--- config.mk ---
export PLATFORM = sky130hd
export DESIGN_NAME = dda_line_pixel_generator
export DESIGN_NICKNAME = d
export VERILOG_FILES = /design/src/rtl/core/dlpg_pkg.sv /design/src/rtl/core/dlpg_div.sv /design/src/rtl/core/dlpg_mul.sv /design/src/rtl/core/dda_line_pixel_generator.sv
export SDC_FILE = /design/constraint.sdc
export NUM_CORES = 1
export LEC_CHECK = 0
export ABC_AREA = 1
export BUFFER_PORTS_ARGS = -buffer_cell sky130_fd_sc_hd__buf_2
export CORE_ASPECT_RATIO = 1.5
export CORE_MARGIN = 3
export CORE_UTILIZATION = 40
export CTS_BUF_LIST = sky130_fd_sc_hd__clkbuf_8
export DETAILED_ROUTE_END_ITERATION = 8
export GPL_TIMING_DRIVEN = 0
export PLACE_DENSITY_LB_ADDON = 0.15
export SETUP_SLACK_MARGIN = 0.1
export SLEW_MARGIN = 20
export SYNTH_ARGS = -nofsm -noshare
export SYNTH_HDL_FRONTEND = slang
export SYNTH_SLANG_ARGS = --single-unit
--- constraint.sdc ---
create_clock -name clk -period 5.3 [get_ports clk]
set_input_delay 0.53 -clock clk [delete_from_list [all_inputs] [get_ports clk]]
set_output_delay 0.53 -clock clk [all_outputs]
set_load 0.03 [all_outputs]
--- src/rtl/core/dlpg_pkg.sv ---
`default_nettype none

package dlpg_pkg;

    localparam int COORD_BITS = 12;
    localparam int FRAC_BITS  = 16;
    localparam int COLOR_BITS = 8;

    localparam int DELTA_BITS = COORD_BITS + 1;
    localparam int NUM_BITS   = COORD_BITS + FRAC_BITS;
    localparam int SLOPE_BITS = FRAC_BITS + 2;
    localparam int PROD_BITS  = SLOPE_BITS + COORD_BITS;
    localparam int ACC_BITS   = COORD_BITS + FRAC_BITS + 3;
    localparam int CNT_BITS   = $clog2(NUM_BITS);

    localparam logic signed [ACC_BITS-1:0] ROUND_HALF =
        ACC_BITS'(1) <<< (FRAC_BITS - 1);
    localparam logic signed [ACC_BITS-1:0] ROUND_BIAS =
        (ACC_BITS'(1) <<< FRAC_BITS) - ACC_BITS'(1);

    localparam logic OP_START = 1'b0;
    localparam logic OP_STEP  = 1'b1;

    typedef enum logic [2:0] {
        ST_IDLE,
        ST_DIV_WAIT,
        ST_MUL,
        ST_ADD,
        ST_EMIT
    } state_t;

    typedef struct packed {
        logic                  start;
        logic                  neg;
        logic [NUM_BITS-1:0]   num;
        logic [COORD_BITS-1:0] den;
    } div_req_t;

endpackage

`default_nettype wire

--- src/rtl/core/dlpg_div.sv ---
`default_nettype none

module dlpg_div (
    input  wire logic                                       clk,
    input  wire logic                                       rst_n,
    input  wire dlpg_pkg::div_req_t                         req,
    output logic                                            done,
    output logic signed [dlpg_pkg::SLOPE_BITS-1:0]          quot
);

    logic                                  busy_reg, busy_next;
    logic                                  done_reg, done_next;
    logic [dlpg_pkg::CNT_BITS-1:0]         cnt_reg, cnt_next;
    logic [dlpg_pkg::NUM_BITS-1:0]         quot_reg, quot_next;
    logic [dlpg_pkg::COORD_BITS-1:0]       rem_reg, rem_next;
    logic [dlpg_pkg::COORD_BITS-1:0]       den_reg, den_next;
    logic                                  neg_reg, neg_next;
    logic [dlpg_pkg::COORD_BITS:0]         trial;
    logic [dlpg_pkg::COORD_BITS:0]         diff;
    logic                                  fits;
    logic signed [dlpg_pkg::SLOPE_BITS-1:0] mag;

    assign trial = {rem_reg, quot_reg[dlpg_pkg::NUM_BITS-1]};
    assign diff  = trial - {1'b0, den_reg};
    assign fits  = trial >= {1'b0, den_reg};
    assign mag   = signed'(quot_reg[dlpg_pkg::SLOPE_BITS-1:0]);
    assign quot  = neg_reg ? -mag : mag;
    assign done  = done_reg;

    always_comb
    begin
        busy_next = busy_reg;
        done_next = 1'b0;
        cnt_next  = cnt_reg;
        quot_next = quot_reg;
        rem_next  = rem_reg;
        den_next  = den_reg;
        neg_next  = neg_reg;
        if (req.start)
        begin
            busy_next = 1'b1;
            cnt_next  = '0;
            quot_next = req.num;
            rem_next  = '0;
            den_next  = req.den;
            neg_next  = req.neg;
        end
        else if (busy_reg)
        begin
            // restoring step: one quotient bit per cycle
            quot_next = {quot_reg[dlpg_pkg::NUM_BITS-2:0], fits};
            rem_next  = fits ? diff[dlpg_pkg::COORD_BITS-1:0]
                             : trial[dlpg_pkg::COORD_BITS-1:0];
            cnt_next  = cnt_reg + dlpg_pkg::CNT_BITS'(1);
            if (cnt_reg == dlpg_pkg::CNT_BITS'(dlpg_pkg::NUM_BITS - 1))
            begin
                busy_next = 1'b0;
                done_next = 1'b1;
            end
        end
    end

    always_ff @(posedge clk or negedge rst_n)
    begin
        if (!rst_n)
        begin
            busy_reg <= 1'b0;
            done_reg <= 1'b0;
            cnt_reg  <= '0;
        end
        else
        begin
            busy_reg <= busy_next;
            done_reg <= done_next;
            cnt_reg  <= cnt_next;
        end
    end

    always_ff @(posedge clk)
    begin
        quot_reg <= quot_next;
        rem_reg  <= rem_next;
        den_reg  <= den_next;
        neg_reg  <= neg_next;
    end

endmodule

`default_nettype wire

--- src/rtl/core/dlpg_mul.sv ---
`default_nettype none

module dlpg_mul (
    input  wire logic                                    clk,
    input  wire logic signed [dlpg_pkg::SLOPE_BITS-1:0]  a,
    input  wire logic signed [dlpg_pkg::COORD_BITS-1:0]  b,
    output logic signed [dlpg_pkg::PROD_BITS-1:0]        p
);

    logic signed [dlpg_pkg::PROD_BITS-1:0] p_reg, p_next;

    assign p_next = dlpg_pkg::PROD_BITS'(a) * dlpg_pkg::PROD_BITS'(b);
    assign p      = p_reg;

    always_ff @(posedge clk)
    begin
        p_reg <= p_next;
    end

endmodule

`default_nettype wire

--- src/rtl/core/dda_line_pixel_generator.sv ---
// channel | handshake           | payload
// --------+---------------------+---------------------------------------------
// input   | in_valid, in_stall  | opcode, start_x/y, end_x/y, rgba _in
// output  | out_valid, out_stall| pixel_x, pixel_y, rgba _out, last_pixel
//
// Start transfer: the serial slope divider, then ST_MUL, ST_ADD and ST_EMIT run before
// the next transfer can be taken. Equal endpoints skip the divider.
// Step transfer: ST_MUL, ST_ADD and ST_EMIT through the shared multiplier and adder; a step
// with no line in progress is taken in ST_IDLE and gives no pixel.
// in_stall is high from acceptance until the pixel sits in the output register.
// Reset clears the sequencer, line state and output valid.
`default_nettype none

module dda_line_pixel_generator (
    input  wire logic                                    clk,
    input  wire logic                                    rst_n,
    input  wire logic                                    in_valid,
    output logic                                         in_stall,
    input  wire logic                                    opcode,
    input  wire logic signed [dlpg_pkg::COORD_BITS-1:0]  start_x,
    input  wire logic signed [dlpg_pkg::COORD_BITS-1:0]  start_y,
    input  wire logic signed [dlpg_pkg::COORD_BITS-1:0]  end_x,
    input  wire logic signed [dlpg_pkg::COORD_BITS-1:0]  end_y,
    input  wire logic [dlpg_pkg::COLOR_BITS-1:0]         red_in,
    input  wire logic [dlpg_pkg::COLOR_BITS-1:0]         green_in,
    input  wire logic [dlpg_pkg::COLOR_BITS-1:0]         blue_in,
    input  wire logic [dlpg_pkg::COLOR_BITS-1:0]         alpha_in,
    output logic                                         out_valid,
    input  wire logic                                    out_stall,
    output logic signed [dlpg_pkg::COORD_BITS-1:0]       pixel_x,
    output logic signed [dlpg_pkg::COORD_BITS-1:0]       pixel_y,
    output logic [dlpg_pkg::COLOR_BITS-1:0]              red_out,
    output logic [dlpg_pkg::COLOR_BITS-1:0]              green_out,
    output logic [dlpg_pkg::COLOR_BITS-1:0]              blue_out,
    output logic [dlpg_pkg::COLOR_BITS-1:0]              alpha_out,
    output logic                                         last_pixel
);

    localparam int C = dlpg_pkg::COORD_BITS;
    localparam int D = dlpg_pkg::DELTA_BITS;
    localparam int F = dlpg_pkg::FRAC_BITS;
    localparam int A = dlpg_pkg::ACC_BITS;
    localparam int S = dlpg_pkg::SLOPE_BITS;
    localparam int K = dlpg_pkg::COLOR_BITS;

    dlpg_pkg::state_t state_reg, state_next;

    logic                  line_active_reg, line_active_next;
    logic                  major_is_x_reg, major_is_x_next;
    logic                  step_neg_reg, step_neg_next;
    logic signed [C-1:0]   major_cur_reg, major_cur_next;
    logic signed [C-1:0]   major_final_reg, major_final_next;
    logic signed [C-1:0]   minor_start_reg, minor_start_next;
    logic signed [S-1:0]   slope_reg, slope_next;
    logic signed [A-1:0]   icpt_reg, icpt_next;
    logic [4*K-1:0]        colour_reg, colour_next;
    logic                  is_start_reg, is_start_next;
    logic signed [C-1:0]   pend_x_reg, pend_x_next;
    logic signed [C-1:0]   pend_y_reg, pend_y_next;
    logic                  pend_last_reg, pend_last_next;

    logic                  out_valid_reg, out_valid_next;
    logic signed [C-1:0]   out_x_reg, out_x_next;
    logic signed [C-1:0]   out_y_reg, out_y_next;
    logic [4*K-1:0]        out_colour_reg, out_colour_next;
    logic                  out_last_reg, out_last_next;

    logic                  in_xfer, out_xfer, out_free;
    logic signed [D-1:0]   dx, dy, adx, ady;
    logic [C-1:0]          adx_mag, ady_mag, dmaj_mag, dmin_mag;
    logic                  major_x, dmaj_neg, dmin_neg, dmaj_zero;
    logic signed [C-1:0]   major_step;

    logic signed [dlpg_pkg::PROD_BITS-1:0] prod;
    logic signed [A-1:0]   prod_ext, t_sum, t_adj, t_shift;
    logic signed [C-1:0]   minor_val;

    dlpg_pkg::div_req_t    div_req;
    logic                  div_done;
    logic signed [S-1:0]   div_quot;

    dlpg_div u_div (
        .clk   (clk),
        .rst_n (rst_n),
        .req   (div_req),
        .done  (div_done),
        .quot  (div_quot)
    );

    dlpg_mul u_mul (
        .clk (clk),
        .a   (slope_reg),
        .b   (major_cur_reg),
        .p   (prod)
    );

    assign in_stall = (state_reg != dlpg_pkg::ST_IDLE);
    assign in_xfer  = in_valid && !in_stall;
    assign out_xfer = out_valid_reg && !out_stall;
    assign out_free = !out_valid_reg || !out_stall;

    assign dx       = D'(end_x) - D'(start_x);
    assign dy       = D'(end_y) - D'(start_y);
    assign adx      = dx[D-1] ? -dx : dx;
    assign ady      = dy[D-1] ? -dy : dy;
    assign adx_mag  = adx[C-1:0];
    assign ady_mag  = ady[C-1:0];
    assign major_x  = adx_mag > ady_mag;
    assign dmaj_mag = major_x ? adx_mag : ady_mag;
    assign dmin_mag = major_x ? ady_mag : adx_mag;
    assign dmaj_neg = major_x ? dx[D-1] : dy[D-1];
    assign dmin_neg = major_x ? dy[D-1] : dx[D-1];
    assign dmaj_zero = (dmaj_mag == '0);

    assign major_step = step_neg_reg ? major_cur_reg - C'(1) : major_cur_reg + C'(1);

    // minor = trunc((v + half) / 2^F) toward zero
    assign prod_ext  = A'(prod);
    assign t_sum     = prod_ext + icpt_reg + dlpg_pkg::ROUND_HALF;
    assign t_adj     = t_sum[A-1] ? t_sum + dlpg_pkg::ROUND_BIAS : t_sum;
    assign t_shift   = t_adj >>> F;
    assign minor_val = t_shift[C-1:0];

    assign div_req.start = in_xfer && (opcode == dlpg_pkg::OP_START) && !dmaj_zero;
    assign div_req.neg   = dmaj_neg ^ dmin_neg;
    assign div_req.num   = {dmin_mag, F'(0)};
    assign div_req.den   = dmaj_mag;

    always_comb
    begin
        state_next       = state_reg;
        line_active_next = line_active_reg;
        major_is_x_next  = major_is_x_reg;
        step_neg_next    = step_neg_reg;
        major_cur_next   = major_cur_reg;
        major_final_next = major_final_reg;
        minor_start_next = minor_start_reg;
        slope_next       = slope_reg;
        icpt_next        = icpt_reg;
        colour_next      = colour_reg;
        is_start_next    = is_start_reg;
        pend_x_next      = pend_x_reg;
        pend_y_next      = pend_y_reg;
        pend_last_next   = pend_last_reg;
        out_valid_next   = out_valid_reg && !out_xfer;
        out_x_next       = out_x_reg;
        out_y_next       = out_y_reg;
        out_colour_next  = out_colour_reg;
        out_last_next    = out_last_reg;

        case (state_reg)
            dlpg_pkg::ST_IDLE:
            begin
                if (in_xfer)
                begin
                    if (opcode == dlpg_pkg::OP_START)
                    begin
                        colour_next      = {red_in, green_in, blue_in, alpha_in};
                        major_is_x_next  = major_x;
                        step_neg_next    = dmaj_neg;
                        major_cur_next   = major_x ? start_x : start_y;
                        major_final_next = major_x ? end_x : end_y;
                        minor_start_next = major_x ? start_y : start_x;
                        line_active_next = !dmaj_zero;
                        is_start_next    = 1'b1;
                        pend_x_next      = start_x;
                        pend_y_next      = start_y;
                        pend_last_next   = dmaj_zero;
                        if (dmaj_zero)
                        begin
                            slope_next = '0;
                            state_next = dlpg_pkg::ST_MUL;
                        end
                        else
                        begin
                            state_next = dlpg_pkg::ST_DIV_WAIT;
                        end
                    end
                    else if (line_active_reg)
                    begin
                        major_cur_next = major_step;
                        is_start_next  = 1'b0;
                        pend_last_next = (major_step == major_final_reg);
                        if (major_step == major_final_reg)
                        begin
                            line_active_next = 1'b0;
                        end
                        state_next = dlpg_pkg::ST_MUL;
                    end
                end
            end
            dlpg_pkg::ST_DIV_WAIT:
            begin
                if (div_done)
                begin
                    slope_next = div_quot;
                    state_next = dlpg_pkg::ST_MUL;
                end
            end
            dlpg_pkg::ST_MUL:
            begin
                state_next = dlpg_pkg::ST_ADD;
            end
            dlpg_pkg::ST_ADD:
            begin
                if (is_start_reg)
                begin
                    icpt_next = (A'(minor_start_reg) <<< F) - prod_ext;
                end
                else
                begin
                    pend_x_next = major_is_x_reg ? major_cur_reg : minor_val;
                    pend_y_next = major_is_x_reg ? minor_val : major_cur_reg;
                end
                state_next = dlpg_pkg::ST_EMIT;
            end
            dlpg_pkg::ST_EMIT:
            begin
                if (out_free)
                begin
                    out_valid_next  = 1'b1;
                    out_x_next      = pend_x_reg;
                    out_y_next      = pend_y_reg;
                    out_colour_next = colour_reg;
                    out_last_next   = pend_last_reg;
                    state_next      = dlpg_pkg::ST_IDLE;
                end
            end
            default:
            begin
                state_next = dlpg_pkg::ST_IDLE;
            end
        endcase
    end

    always_ff @(posedge clk or negedge rst_n)
    begin
        if (!rst_n)
        begin
            state_reg       <= dlpg_pkg::ST_IDLE;
            line_active_reg <= 1'b0;
            major_is_x_reg  <= 1'b0;
            step_neg_reg    <= 1'b0;
            major_cur_reg   <= '0;
            major_final_reg <= '0;
            slope_reg       <= '0;
            icpt_reg        <= '0;
            colour_reg      <= '0;
            out_valid_reg   <= 1'b0;
        end
        else
        begin
            state_reg       <= state_next;
            line_active_reg <= line_active_next;
            major_is_x_reg  <= major_is_x_next;
            step_neg_reg    <= step_neg_next;
            major_cur_reg   <= major_cur_next;
            major_final_reg <= major_final_next;
            slope_reg       <= slope_next;
            icpt_reg        <= icpt_next;
            colour_reg      <= colour_next;
            out_valid_reg   <= out_valid_next;
        end
    end

    always_ff @(posedge clk)
    begin
        minor_start_reg <= minor_start_next;
        is_start_reg    <= is_start_next;
        pend_x_reg      <= pend_x_next;
        pend_y_reg      <= pend_y_next;
        pend_last_reg   <= pend_last_next;
        out_x_reg       <= out_x_next;
        out_y_reg       <= out_y_next;
        out_colour_reg  <= out_colour_next;
        out_last_reg    <= out_last_next;
    end

    assign out_valid  = out_valid_reg;
    assign pixel_x    = out_x_reg;
    assign pixel_y    = out_y_reg;
    assign red_out    = out_colour_reg[4*K-1:3*K];
    assign green_out  = out_colour_reg[3*K-1:2*K];
    assign blue_out   = out_colour_reg[2*K-1:K];
    assign alpha_out  = out_colour_reg[K-1:0];
    assign last_pixel = out_last_reg;

endmodule

`default_nettype wire
==> flow_metrics.py <==
metrics = {
    "run_status": {
        "status": "finished clean",
    },
    "setup_path": {
        "worst_setup_path_end_kind": "flip-flop",
        "worstSetupPathType": "flip-flop to flip-flop",
        "cpMaxStageDelayCell": "fa_1",
        "arrival_ns": 5.75,
        "path_cells": "clkbuf_16 -> clkbuf_16 -> buf_8 -> nand2_1 -> fa_1 -> fa_2 -> inv_1 -> fa_2 -> fa_1 -> fa_1 -> ha_4 -> buf_4 -> nand2_4 -> nor2_1 -> o21ai_1 -> o211ai_1 -> a21oi_4 -> o21ai_4 -> a21oi_4 -> inv_2 -> nand2_1 -> nand3_2 -> xor2_1",
        "cp_slowest_stage_delay_ns": 0.60,
        "crit_family": "adder cells",
        "crit_path_frequent_cell": "fa_1",
        "cp_num_buf_inv": 6,
        "cp_max_fo": 5,
        "ff2ff_setup_slack_ns": 0.05,
        "start_kind": "flip-flop",
        "critPathRequiredTime_ns": 5.80,
    },
    "global_routing": {
        "grt_pass1_vias": 23600,
        "overflow": 0,
        "grtUsageTotal_pct": 23.8,
        "antenna_found_initial": 4,
        "grt_pass1_wl_um": 129000,
        "grt_max_degree": 87,
    },
    "placement": {
        "dp_cells": 4415,
        "dp_hpwl_um": 66100,
        "port_buffers": 143,
        "place.gp.congestion": 0.947,
    },
    "synth": {
        "synth_top_area_share_pct": 15.4,
        "synth-async-reset-ratio_pct": 40.1,
        "synth_cell_types": 55,
        "yosysWarnings": 0,
        "synth_top_flop_cell": "edfxtp_1",
        "yosysSeqAreaShare_pct": 29.2,
        "yosys.area.top_type": "fa_1",
        "synthesis.instances": 3397,
        "synth.cell_area_sq_um": 26500,
        "synth_xor_area_share_pct": 3.51,
        "ys_seq_elements": 297,
        "synthTopCellsByCount": "980 x nand2_1, 556 x inv_1, 203 x fa_1",
        "synth_most_common_cell": "nand2_1",
        "syn_area_per_cell_sq_um": 7.79,
        "synth_top_family_by_area": "adder cells",
        "synthMuxAreaShare_pct": 0,
        "yosys.area_share.adder_pct": 24.8,
        "synth_edf_count": 120,
        "synth_simple_gate_area_share_pct": 23.7,
        "syn-num-nets": 3884,
        "synthTopCellsByArea": "fa_1 15%, nand2_1 14%, edfxtp_1 14%",
        "synth_compound_area_share_pct": 9.03,
    },
    "timing": {
        "setup_tns_ns": 0,
        "worst_hold_slack_ns": 0.0776,
        "post-route-min-period_ns": 5.25,
        "worst_slew_pin_slew_ns": 0.775,
        "final_hold_viol_count": 0,
        "max-slew-margin-rel_pct": 48.1,
        "rsz0062_at_grt": "yes",
        "finalMaxSlewViolations": 0,
        "finalCritPeriodShare_pct": 99.0,
        "skew_ns": 0.0495,
        "setup_viol": 0,
        "fmax_mhz": 191,
    },
    "clock_tree": {
        "root_buffer": "clkbuf_8",
        "htree_levels": 2,
        "insertion_delay_ns": 0.65,
        "clock_path_buffers": 3,
        "cts_tree": "done",
        "numClockSinks": 297,
        "numCtsBuffers": 51,
        "clk_pin_slew_ns": 0.07,
    },
    "routing": {
        "drt_iter0_drc": 1258,
        "vias_per_cell": 4.99,
        "postRouteAntennaNets": 0,
        "drt_wl_total_um": 82700,
        "drtPass1Iterations": 5,
        "num_vias": 22800,
        "avgRoutedWirePerCell_um": 18.1,
        "drc": 0,
    },
    "flow_run": {
        "cap_violations": 0,
    },
    "die": {
        "die_y_um": 321,
        "design.core.area_sq_um": 65000,
        "ios": 144,
        "die_w_um": 216,
        "initial_utilization_pct": 40.7,
        "num_rows": 114,
        "die_area_sq_um": 69400,
    },
    "pwr": {
        "power_density_nw_per_um2": 619,
        "irDropWorstVdd_mv": 0.511,
        "leakage_nw": 15.8,
    },
    "worst_hold_path": {
        "hold_path.class": "input port to flip-flop",
    },
    "cells_and_area": {
        "nFillCells": 6646,
        "nets": 4143,
        "syn_to_final_growth_pct": 16.5,
        "stdcell_count": 4572,
        "utilization_pct": 47.4,
        "drive_above_1_share_pct": 14.1,
    },
}
[cells in the final DEF, fill, tap and decap left out, types with 20 or more instances in the layout]
| cell | count |
|---|---|
| a21oi_1 | 148 |
| buf_6 | 20 |
| dfxtp_1 | 58 |
| inv_1 | 565 |
| nor2_2 | 20 |
| xnor2_1 | 44 |
| buf_4 | 53 |
| ha_1 | 185 |
| buf_2 | 148 |
| nand4_1 | 27 |
| dfrtp_1 | 111 |
| o21ai_0 | 165 |
| xor2_1 | 61 |
| fa_1 | 189 |
| nand3_1 | 171 |
| clkbuf_1 | 47 |
| clkbuf_8 | 63 |
| nand2_2 | 25 |
| a21oi_2 | 25 |
| edfxtp_1 | 120 |
| nor3_1 | 37 |
| nor2_1 | 169 |
| nand2_1 | 962 |
[logic make-up (layout without fill, tap and decap cells)]
group	Yosys count	after routing
and+or+nand+nor	1492	1492
other	0	3
adders and majority gates	402	402
xor gates and xnor gates	106	106
buffers and inverters	670	972
DFF	297	297
AOI/OAI and AO/OA	430	430
[worst reg2reg max path, delay by kind of cell (launching register included)]
family	cells	cell delay [ns]
DFF	1	0.43
AOI/OAI and AO/OA	5	0.68
adders and majority gates	6	2.81
and+or+nand+nor	5	0.32
xor gates and xnor gates	1	0.14
buffers and inverters	6	0.71
[cell type report]
type	count	area [sq um]	area share, %
Clock inverter	37	226	0.734
Antenna cell	3	7.51	0.0243
Buffer	105	810	2.62
Tap cell	870	1090	3.53
Timing Repair Buffer	206	1320	4.28
Sequential cell	297	7750	25.1
Multi-Input combinational cell	2430	16700	54.1
Inverter	565	2130	6.90
Clock buffer	59	812	2.63
[power breakdown]
part           total (mW)  leakage [nW]  internal (mW)  switching [mW]
registers            4.00          3.11           3.39           0.608
clock network        2.14         0.606           1.12            1.01
logic                13.0          12.1           4.87            8.10
[routing by layer]
metal | track usage, % | up-vias | part of all wire (%)
li1 | - | 11300 | -
met1 | 25.4 | 10900 | 37
met2 | 46.6 | 454 | 55
met3 | 2.43 | 171 | 3.1
met4 | 11.2 | 0 | 5.3
met5 | 0 | - | 0
[through the flow]
stage	instance area, sq um	power [mW]	setup WS, ns
after floorplan	26500	12.3	0.0799
after global placement	28300	15.5	-1.19
after detailed placement	28500	15.6	-1.23
after CTS	30400	18.7	-0.0332
after global routing	30800	20.9	-0.123
final	30800	19.1	0.0523
[what timing repair did]
item                                    CTS  global route
hold buffers                              1             0
pin swaps                                51            73
buffers inserted                         38            19
endpoints found under the hold margin    33             0
gates cloned                              0             0
resized for setup                       153            99
endpoints found under the setup margin   20            74
[path summary, 6_finish.rpt]
check	from	endpoint	cells past startpoint
worst max register to register	major_cur_reg[3]	u_mul.p[28]	23
worst min-delay path	red_in[3]	colour_reg[27]	3
worst max-delay path	major_cur_reg[3]	u_mul.p[28]	23
worst min register to register	pend_x_reg[7]	pixel_x[7]	0
min in group asynchronous	rst_n	major_final_reg[5]	2
max in group asynchronous	rst_n	slope_reg[5]	3
(Power assumes the default switching activity.)
